**src/design/display_reply_frame_parser_macros.svh**
```systemverilog
// Assertion macros shared by the frame parser modules.
`ifndef DISPLAY_REPLY_FRAME_PARSER_MACROS_SVH
`define DISPLAY_REPLY_FRAME_PARSER_MACROS_SVH

// Clocked assertion that is switched off while reset is asserted.
`define DRFP_ASSERT(lbl, clk, rstn, prop, msg) \
  lbl: assert property (@(posedge clk) disable iff (!rstn) prop) else $error(msg);

// Clocked assertion that is checked during reset as well.
`define DRFP_ASSERT_ALWAYS(lbl, clk, prop, msg) \
  lbl: assert property (@(posedge clk) prop) else $error(msg);

`endif

```
**src/design/drfp_pkg.sv**
```systemverilog
package drfp_pkg;

  // Field widths.
  localparam int unsigned BYTE_W    = 8;
  localparam int unsigned WORD_W    = 16;
  localparam int unsigned CFG_IDX_W = 2;

  // Register indexes of the configuration port.
  localparam logic [CFG_IDX_W-1:0] CFG_HEADER_FIRST  = 2'd0;
  localparam logic [CFG_IDX_W-1:0] CFG_HEADER_SECOND = 2'd1;
  localparam logic [CFG_IDX_W-1:0] CFG_REPLY_COMMAND = 2'd2;

  // Register reset values.
  localparam logic [BYTE_W-1:0] HEADER_FIRST_RST  = 8'h5A;
  localparam logic [BYTE_W-1:0] HEADER_SECOND_RST = 8'hA5;
  localparam logic [BYTE_W-1:0] REPLY_COMMAND_RST = 8'h83;

  // Shortest payload that carries command, address and a separate value.
  localparam logic [BYTE_W-1:0] MIN_REPLY_LEN = 8'd5;

  // Payload byte positions (counted from one) of command and address.
  localparam logic [BYTE_W-1:0] POS_COMMAND = 8'd1;
  localparam logic [BYTE_W-1:0] POS_ADDR_HI = 8'd2;
  localparam logic [BYTE_W-1:0] POS_ADDR_LO = 8'd3;

  typedef enum logic [3:0] {
    PH_HUNT_FIRST  = 4'b0001,
    PH_HUNT_SECOND = 4'b0010,
    PH_LENGTH      = 4'b0100,
    PH_PAYLOAD     = 4'b1000
  } phase_e;

  typedef struct packed {
    logic [BYTE_W-1:0] rx_byte;
    logic              chunk_end;
  } rx_item_t;

  typedef struct packed {
    logic [WORD_W-1:0] var_address;
    logic [WORD_W-1:0] var_value;
  } result_t;

  typedef struct packed {
    logic [BYTE_W-1:0] header_first;
    logic [BYTE_W-1:0] header_second;
    logic [BYTE_W-1:0] reply_command;
  } cfg_t;

endpackage

```
**src/design/drfp_if.sv**
```systemverilog
// Received byte channel.
interface drfp_byte_if;
  logic                        valid;
  logic                        ready;
  logic [drfp_pkg::BYTE_W-1:0] rx_byte;
  logic                        chunk_end;

  modport source (output valid, rx_byte, chunk_end, input ready);
  modport sink   (input valid, rx_byte, chunk_end, output ready);
endinterface

// Decoded reply channel.
interface drfp_result_if;
  logic                        valid;
  logic                        ready;
  logic [drfp_pkg::WORD_W-1:0] var_address;
  logic [drfp_pkg::WORD_W-1:0] var_value;

  modport source (output valid, var_address, var_value, input ready);
  modport sink   (input valid, var_address, var_value, output ready);
endinterface

// Register write channel.
interface drfp_cfg_if;
  logic                           valid;
  logic                           ready;
  logic [drfp_pkg::CFG_IDX_W-1:0] index;
  logic [drfp_pkg::BYTE_W-1:0]    data;

  modport source (output valid, index, data, input ready);
  modport sink   (input valid, index, data, output ready);
endinterface

```
**src/design/drfp_in_stage.sv**
```systemverilog
module drfp_in_stage (
  input  logic               clk_i,
  input  logic               rst_ni,
  input  logic               in_valid_i,
  output logic               in_ready_o,
  input  drfp_pkg::rx_item_t item_i,
  output logic               valid_o,
  input  logic               take_i,
  output drfp_pkg::rx_item_t item_o
);
  import drfp_pkg::*;

  logic     valid_q, valid_d;
  rx_item_t item_q;
  logic     accept;

  // The register can take a new byte when empty or when its byte moves on.
  assign in_ready_o = !valid_q || take_i;
  assign accept     = in_valid_i && in_ready_o;

  always_comb begin
    valid_d = valid_q;
    if (accept) begin
      valid_d = 1'b1;
    end else if (take_i) begin
      valid_d = 1'b0;
    end
  end

  always_ff @(posedge clk_i or negedge rst_ni) begin
    if (!rst_ni) begin
      valid_q <= 1'b0;
    end else begin
      valid_q <= valid_d;
    end
  end

  // Payload register, no reset needed.
  always_ff @(posedge clk_i) begin
    if (accept) begin
      item_q <= item_i;
    end
  end

  assign valid_o = valid_q;
  assign item_o  = item_q;

endmodule

```
**src/design/drfp_parser.sv**
```systemverilog
`include "display_reply_frame_parser_macros.svh"

module drfp_parser (
  input  logic               clk_i,
  input  logic               rst_ni,
  input  logic               step_i,
  input  drfp_pkg::rx_item_t item_i,
  input  drfp_pkg::cfg_t     cfg_i,
  output logic               produce_o,
  output drfp_pkg::result_t  result_o
);
  import drfp_pkg::*;

  phase_e            phase_q, phase_d;
  logic [BYTE_W-1:0] len_q, len_d;
  logic [BYTE_W-1:0] pos_q, pos_d;
  logic [BYTE_W-1:0] cmd_q, cmd_d;
  logic [WORD_W-1:0] addr_q, addr_d;
  logic [WORD_W-1:0] tail_q, tail_d;
  logic              produce;
  logic [BYTE_W-1:0] b;

  assign b = item_i.rx_byte;

  // Frame state update for one received byte.
  always_comb begin
    phase_d = phase_q;
    len_d   = len_q;
    pos_d   = pos_q;
    cmd_d   = cmd_q;
    addr_d  = addr_q;
    tail_d  = tail_q;
    produce = 1'b0;
    unique case (phase_q)
      PH_HUNT_SECOND: begin
        // The second header byte wins over a repeated first header byte.
        if (b == cfg_i.header_second) begin
          phase_d = PH_LENGTH;
        end else if (b == cfg_i.header_first) begin
          phase_d = PH_HUNT_SECOND;
        end else begin
          phase_d = PH_HUNT_FIRST;
        end
      end
      PH_LENGTH: begin
        len_d   = b;
        pos_d   = '0;
        cmd_d   = '0;
        addr_d  = '0;
        tail_d  = '0;
        phase_d = (b == '0) ? PH_HUNT_FIRST : PH_PAYLOAD;
      end
      PH_PAYLOAD: begin
        pos_d = pos_q + 8'd1;
        if (pos_d == POS_COMMAND) begin
          cmd_d = b;
        end else if (pos_d == POS_ADDR_HI) begin
          addr_d = {b, {BYTE_W{1'b0}}};
        end else if (pos_d == POS_ADDR_LO) begin
          addr_d = {addr_q[WORD_W-1:BYTE_W], b};
        end
        tail_d = {tail_q[BYTE_W-1:0], b};
        if (pos_d >= len_q) begin
          produce = (cmd_d == cfg_i.reply_command) && (len_q >= MIN_REPLY_LEN);
          phase_d = PH_HUNT_FIRST;
        end
      end
      default: begin
        phase_d = (b == cfg_i.header_first) ? PH_HUNT_SECOND : PH_HUNT_FIRST;
      end
    endcase
    // The end of a receive chunk drops any open frame.
    if (item_i.chunk_end) begin
      phase_d = PH_HUNT_FIRST;
    end
  end

  always_ff @(posedge clk_i or negedge rst_ni) begin
    if (!rst_ni) begin
      phase_q <= PH_HUNT_FIRST;
      len_q   <= '0;
      pos_q   <= '0;
      cmd_q   <= '0;
      addr_q  <= '0;
      tail_q  <= '0;
    end else if (step_i) begin
      phase_q <= phase_d;
      len_q   <= len_d;
      pos_q   <= pos_d;
      cmd_q   <= cmd_d;
      addr_q  <= addr_d;
      tail_q  <= tail_d;
    end
  end

  assign produce_o            = step_i && produce;
  assign result_o.var_address = addr_d;
  assign result_o.var_value   = tail_d;

  `DRFP_ASSERT_ALWAYS(a_reset_hunts, clk_i, !rst_ni |=> phase_q == PH_HUNT_FIRST, "reset must restart the header hunt")
  `DRFP_ASSERT(a_chunk_end_hunts, clk_i, rst_ni, step_i && item_i.chunk_end |=> phase_q == PH_HUNT_FIRST, "chunk end must restart the header hunt")
  `DRFP_ASSERT(a_result_in_payload, clk_i, rst_ni, produce_o |-> phase_q == PH_PAYLOAD && pos_d >= len_q, "result outside the last payload byte")

endmodule

```
**src/design/drfp_out_stage.sv**
```systemverilog
`include "display_reply_frame_parser_macros.svh"

module drfp_out_stage (
  input  logic              clk_i,
  input  logic              rst_ni,
  input  logic              load_i,
  input  drfp_pkg::result_t result_i,
  output logic              can_take_o,
  output logic              out_valid_o,
  input  logic              out_ready_i,
  output drfp_pkg::result_t result_o
);
  import drfp_pkg::*;

  logic    valid_q, valid_d;
  result_t data_q;

  // A new result may enter when the register is empty or drains this cycle.
  assign can_take_o = !valid_q || out_ready_i;

  always_comb begin
    valid_d = valid_q;
    if (load_i) begin
      valid_d = 1'b1;
    end else if (out_ready_i) begin
      valid_d = 1'b0;
    end
  end

  always_ff @(posedge clk_i or negedge rst_ni) begin
    if (!rst_ni) begin
      valid_q <= 1'b0;
    end else begin
      valid_q <= valid_d;
    end
  end

  always_ff @(posedge clk_i) begin
    if (load_i) begin
      data_q <= result_i;
    end
  end

  assign out_valid_o = valid_q;
  assign result_o    = data_q;

  `DRFP_ASSERT(a_load_shows, clk_i, rst_ni, load_i |=> valid_q && data_q == $past(result_i), "loaded result not presented")
  `DRFP_ASSERT(a_load_has_room, clk_i, rst_ni, load_i |-> can_take_o, "result loaded over a pending one")
  `DRFP_ASSERT(a_stall_holds, clk_i, rst_ni, out_valid_o && !out_ready_i |=> out_valid_o && $stable(result_o), "stalled result changed")

endmodule

```
**src/design/display_reply_frame_parser.sv**
```systemverilog
// Reply frame parser: takes one received byte per clock cycle and hunts for
// the two-byte header, the length byte and the payload. A reply whose command
// matches reply_command and whose payload holds at least five bytes gives one
// result with the address from payload bytes two and three and the value from
// the last two payload bytes. Bytes are accepted back to back; the rate of one
// byte per cycle is set by the combinational frame state update between the
// input register and the result register. A result goes from its last byte in
// the input register through the frame state update into the result register,
// from which it can then be transferred out. While a result waits to be
// taken, the buffered byte behind it is not parsed, so the input stalls once
// the input register holds a byte as well. Register writes are always
// accepted and should only be made while the block is idle.
module display_reply_frame_parser (
  input  logic          clk_i,
  input  logic          rst_ni,
  drfp_byte_if.sink     in_i,
  drfp_result_if.source out_o,
  drfp_cfg_if.sink      cfg_i
);
  import drfp_pkg::*;

  cfg_t     cfg_q;
  rx_item_t in_item;
  rx_item_t stage_item;
  logic     stage_valid;
  logic     advance;
  logic     can_take;
  logic     produce;
  result_t  result;
  result_t  out_data;

  // Configuration registers.
  assign cfg_i.ready = 1'b1;

  always_ff @(posedge clk_i or negedge rst_ni) begin
    if (!rst_ni) begin
      cfg_q.header_first  <= HEADER_FIRST_RST;
      cfg_q.header_second <= HEADER_SECOND_RST;
      cfg_q.reply_command <= REPLY_COMMAND_RST;
    end else if (cfg_i.valid && cfg_i.ready) begin
      unique case (cfg_i.index)
        CFG_HEADER_FIRST:  cfg_q.header_first  <= cfg_i.data;
        CFG_HEADER_SECOND: cfg_q.header_second <= cfg_i.data;
        CFG_REPLY_COMMAND: cfg_q.reply_command <= cfg_i.data;
        default: ;
      endcase
    end
  end

  assign in_item.rx_byte   = in_i.rx_byte;
  assign in_item.chunk_end = in_i.chunk_end;

  // A buffered byte is parsed once the result register has room.
  assign advance = stage_valid && can_take;

  drfp_in_stage u_in_stage (
    .clk_i      (clk_i),
    .rst_ni     (rst_ni),
    .in_valid_i (in_i.valid),
    .in_ready_o (in_i.ready),
    .item_i     (in_item),
    .valid_o    (stage_valid),
    .take_i     (advance),
    .item_o     (stage_item)
  );

  drfp_parser u_parser (
    .clk_i     (clk_i),
    .rst_ni    (rst_ni),
    .step_i    (advance),
    .item_i    (stage_item),
    .cfg_i     (cfg_q),
    .produce_o (produce),
    .result_o  (result)
  );

  drfp_out_stage u_out_stage (
    .clk_i       (clk_i),
    .rst_ni      (rst_ni),
    .load_i      (produce),
    .result_i    (result),
    .can_take_o  (can_take),
    .out_valid_o (out_o.valid),
    .out_ready_i (out_o.ready),
    .result_o    (out_data)
  );

  assign out_o.var_address = out_data.var_address;
  assign out_o.var_value   = out_data.var_value;

endmodule
```
**src/flat_wrapper.sv**
```systemverilog
// flat-port wrapper written by rule: the top's interface ports become plain ports
module display_reply_frame_parser_flat import drfp_pkg::*;
  (clk_i, rst_ni, in_i_valid, in_i_rx_byte, in_i_chunk_end, in_i_ready, out_o_valid, out_o_var_address, out_o_var_value, out_o_ready, cfg_i_valid, cfg_i_index, cfg_i_data, cfg_i_ready);
  drfp_byte_if in_i_i ();
  drfp_result_if out_o_i ();
  drfp_cfg_if cfg_i_i ();
  input  logic clk_i;
  input  logic rst_ni;
  input wire logic [$bits(in_i_i.valid)-1:0] in_i_valid;
  input wire logic [$bits(in_i_i.rx_byte)-1:0] in_i_rx_byte;
  input wire logic [$bits(in_i_i.chunk_end)-1:0] in_i_chunk_end;
  output wire logic [$bits(in_i_i.ready)-1:0] in_i_ready;
  output wire logic [$bits(out_o_i.valid)-1:0] out_o_valid;
  output wire logic [$bits(out_o_i.var_address)-1:0] out_o_var_address;
  output wire logic [$bits(out_o_i.var_value)-1:0] out_o_var_value;
  input wire logic [$bits(out_o_i.ready)-1:0] out_o_ready;
  input wire logic [$bits(cfg_i_i.valid)-1:0] cfg_i_valid;
  input wire logic [$bits(cfg_i_i.index)-1:0] cfg_i_index;
  input wire logic [$bits(cfg_i_i.data)-1:0] cfg_i_data;
  output wire logic [$bits(cfg_i_i.ready)-1:0] cfg_i_ready;
  assign in_i_i.valid = in_i_valid;
  assign in_i_i.rx_byte = in_i_rx_byte;
  assign in_i_i.chunk_end = in_i_chunk_end;
  assign in_i_ready = in_i_i.ready;
  assign out_o_valid = out_o_i.valid;
  assign out_o_var_address = out_o_i.var_address;
  assign out_o_var_value = out_o_i.var_value;
  assign out_o_i.ready = out_o_ready;
  assign cfg_i_i.valid = cfg_i_valid;
  assign cfg_i_i.index = cfg_i_index;
  assign cfg_i_i.data = cfg_i_data;
  assign cfg_i_ready = cfg_i_i.ready;
  display_reply_frame_parser u_core (.clk_i(clk_i), .rst_ni(rst_ni), .in_i(in_i_i), .out_o(out_o_i), .cfg_i(cfg_i_i));
endmodule
```
**config.mk**
```make
export PLATFORM = sky130hd
export DESIGN_NAME = display_reply_frame_parser_flat
export DESIGN_NICKNAME = d
export VERILOG_FILES = /design/src/design/drfp_pkg.sv /design/src/design/drfp_if.sv /design/src/design/drfp_in_stage.sv /design/src/design/drfp_parser.sv /design/src/design/drfp_out_stage.sv /design/src/design/display_reply_frame_parser.sv /design/src/flat_wrapper.sv
export VERILOG_INCLUDE_DIRS = /design/src /design/src/design
export SDC_FILE = /design/constraint.sdc
export NUM_CORES = 1
export LEC_CHECK = 0
export ABC_AREA = 1
export BUFFER_PORTS_ARGS = -buffer_cell sky130_fd_sc_hd__buf_4
export CAP_MARGIN = 15
export CORE_MARGIN = 2
export CORE_UTILIZATION = 54
export CTS_CLUSTER_SIZE = 16
export DETAILED_ROUTE_END_ITERATION = 8
export GPL_TIMING_DRIVEN = 0
export PLACE_DENSITY = 0.8
export SYNTH_ARGS = -nofsm -noshare
export SYNTH_HDL_FRONTEND = slang
export SYNTH_HIERARCHICAL = 1
export SYNTH_SLANG_ARGS = --single-unit
```
**constraint.sdc**
```tcl
create_clock -name clk_i -period 3.8 [get_ports clk_i]
set_input_delay 0.57 -clock clk_i [delete_from_list [all_inputs] [get_ports clk_i]]
set_output_delay 0.57 -clock clk_i [all_outputs]
set_load 0.02 [all_outputs]
```
==> impl_metrics.json <==
{
  "hpwl_mm": 10.3,
  "coreArea_um2": 11400,
  "intPower_uw": 2810,
  "vias": 5216,
  "cts_hold_repair.buffers": 0,
  "pwr-share-clk": 0.428,
  "netlist_area_um2": 6330,
  "drt_wl_total_mm": 14.9,
  "total_power_uw": 3790,
  "seq_area_frac_synth": 0.537,
  "clk_pin_slew_ns": 0.05,
  "path_common_cell": "nand2_1",
  "die_h_um": 112,
  "p_leak_uw": 0.00356,
  "ys_seq_elements": 127,
  "cp_slowest_cell": "nor2_4",
  "h-tree-depth": 4,
  "synth_flop_cell": "dfrtp_1",
  "p_sw_frac": 0.257,
  "clk_path_buf_depth": 2,
  "crit_chain": "ha_1 -> nand3_1 -> nor2_1 -> nand2_1 -> nand2_1 -> ha_1 -> nand2_1 -> nor2_1 -> nand4_1 -> o2111ai_1 -> nand2_1 -> nor2_1 -> nand3_1 -> nor2_4",
  "yosysMostFrequentCell": "nand2_1",
  "cts_made_buffers": 17,
  "fmax_ghz": 0.301,
  "relSlewSlack": 0.380,
  "synth-edff-count": 41,
  "synth_top_cell_by_area": "dfrtp_1",
  "num_antenna_cells": 0,
  "syn_avg_cell_area_um2": 9.12,
  "post_dp_cell_area_um2": 6940,
  "rsz0062_at_grt": "no",
  "num_rows": 39,
  "ctsResizeCount": 0,
  "drc": 0,
  "status": "complete, no violations",
  "postRouteAntennaNets": 0,
  "drive_gt1_frac": 0.192,
  "hp-class": "primary input to asynchronous set/reset pin",
  "place_ws_ns": 0.461,
  "arrival_ns": 3.35,
  "stdcell_area_um2": 7560,
  "cts_tree": "done",
  "drv_slew": 0,
  "globalplace.congestion": 0.885,
  "fin_util": 0.662,
  "start_util": 0.554,
  "synth_common_cells": "182 x nand2_1, 83 x inv_1, 74 x dfrtp_1",
  "first_iter_violations": 477,
  "grt_max_degree": 87,
  "port_buffers": 56,
  "cp_max_fo": 33,
  "wire_per_inst_um": 16.1,
  "global_route.overflow_total": 0,
  "grt_pass1_wl_mm": 25.0,
  "synth_area_leaders": "dfrtp_1 29%, edfxtp_1 19%, nand2_1 11%, dfstp_2 5.0%, inv_1 4.9%",
  "drt-pass1-iter-count": 6,
  "cts-root-buf": "clkbuf_16",
  "insertion_delay_ns": 0.42,
  "layout_setup_ws_ns": 0.482,
  "nNetsFinal": 806,
  "synth_nets": 730,
  "grt_pass1_vias": 5182,
  "yosysWarnings": 6,
  "cp-end-kind": "flip-flop",
  "synth_top_area_share": 0.293,
  "clock-sinks": 127,
  "yosys.cell_types.count": 43,
  "die_w_um": 112,
  "max_cap_viol_count": 0,
  "worstMarginPinSlew_ns": 0.928,
  "startpoint_type": "flip-flop",
  "synthArstFlopShare": 0.677,
  "worst_ir_drop_vdd_uv": 270,
  "finalClockSkew_ns": 0.0104,
  "critical_path_class": "flip-flop to flip-flop",
  "required_ns": 3.83,
  "cts_setup_buffers": 0,
  "area_growth_pct": 19.4,
  "ios": 59,
  "vias_per_cell": 5.63,
  "combPwrFrac": 0.137,
  "die_area_um2": 12600,
  "p_seq_frac": 0.435,
  "fin_crit_sh": 0.873,
  "finalHoldViolations": 0,
  "setup_viol": 0,
  "critPathMaxStageDelay_ns": 0.72,
  "cp_num_buf_inv": 0,
  "crit_family": "simple AND/OR/NAND/NOR gates",
  "antenna_found_initial": 0,
  "p_per_area_nw_per_um2": 501,
  "p_sw_uw": 973,
  "tns_ns": 0,
  "post-route-min-period_ns": 3.32,
  "grt_use_total": 0.250,
  "syn_inst": 694
}
[routing by layer]
metal	track usage	wire, µm	share of wire	up-vias
met5	0	0	0	-
met4	0.0837	268	0.018	0
met3	0.0643	1040	0.070	26
met2	0.420	7530	0.51	229
met1	0.318	6060	0.41	2492
li1	-	-	-	2469
[cell type report]
type / count / area [µm²]
Buffer: 25 / 164
Clock buffer: 23 / 458
Clock inverter: 9 / 136
Fill cell: 866 / 3860
Inverter: 90 / 339
Multi-Input combinational cell: 452 / 2430
Sequential cell: 127 / 3400
Tap cell: 143 / 179
Timing Repair Buffer: 57 / 448
[metrics by stage]
stage,std cells,hold slack [ns]
6_report,926,0.0580
5_1_grt,926,0.0789
4_1_cts,925,0.323
3_5_place_dp,893,0.463
3_3_place_gp,893,0.461
2_1_floorplan,694,0.274
[power by group through the flow]
stage / clock, µW / combinational, µW / sequential [µW]
floorplan: 0 / 378 / 1640
global placement: 0 / 478 / 1660
detailed placement: 0 / 506 / 1670
CTS: 1640 / 513 / 1640
global route: 1710 / 591 / 1660
finish: 1620 / 520 / 1650
[placed cells by master (no fill, tap or decap), drive strengths merged]
cell type	instances
a21oi	7
a22o	8
buf	71
bufinv	3
clkbuf	34
clkinv	5
clkinvlp	2
conb	1
dfrtp	74
dfstp	12
edfxtp	41
ha	12
inv	89
nand2	189
nand3	59
nand3b	4
nand4	22
nor2	30
nor3	5
nor3b	1
nor4	4
o2111ai	1
o211ai	3
o21ai	50
o21bai	1
o22ai	31
or2	11
xnor2	7
xor2	6
[path summary, 6_finish.rpt]
kind | from | endpoint | slack [ns] | cells after the start
setup / recovery | u_core/u_parser/pos_q[0] | u_core/u_out_stage/result_o[29] | 0.48 | 14
hold / removal | rst_ni | u_core/cfg_q[5] | 0.06 | 1
setup reg to reg | u_core/u_parser/pos_q[0] | u_core/u_out_stage/result_o[29] | 0.48 | 14
hold reg to reg | u_core/cfg_q[7] | u_core/cfg_q[7] | 0.47 | 2
max in group asynchronous | rst_ni | u_core/u_parser/phase_q[0] | 3.07 | 2
min in group clk_i | in_i_rx_byte[4] | u_core/u_in_stage/item_o[5] | 0.33 | 1
[cell families (layout without fill, tap and decap cells)]
kind of cell | count (synthesis) | after routing | synth area share
and+or+nand+nor | 325 | 325 | 0.245
DFF | 127 | 127 | 0.537
buffers and inverters | 115 | 204 | 0.0795
AOI/OAI and AO/OA | 101 | 101 | 0.0947
xor gates and xnor gates | 13 | 13 | 0.0192
adders and majority gates | 12 | 12 | 0.0237
other | 1 | 1 | 0.000593
[state kept, by name, summed over array words and instances, names as in the netlist]
name / flops
u_core/u_in_stage/valid_o: 1
u_core/u_parser/phase_q: 4
u_core/cfg_q: 24
u_core/u_in_stage/item_o: 9
u_core/u_parser/addr_q: 16
u_core/u_parser/cmd_q: 8
u_core/u_out_stage/result_o: 32
u_core/u_parser/len_q: 8
u_core/u_out_stage/out_valid_o: 1
u_core/u_parser/tail_q: 16
u_core/u_parser/pos_q: 8
Note: power is estimated with default switching activity, not from simulation.
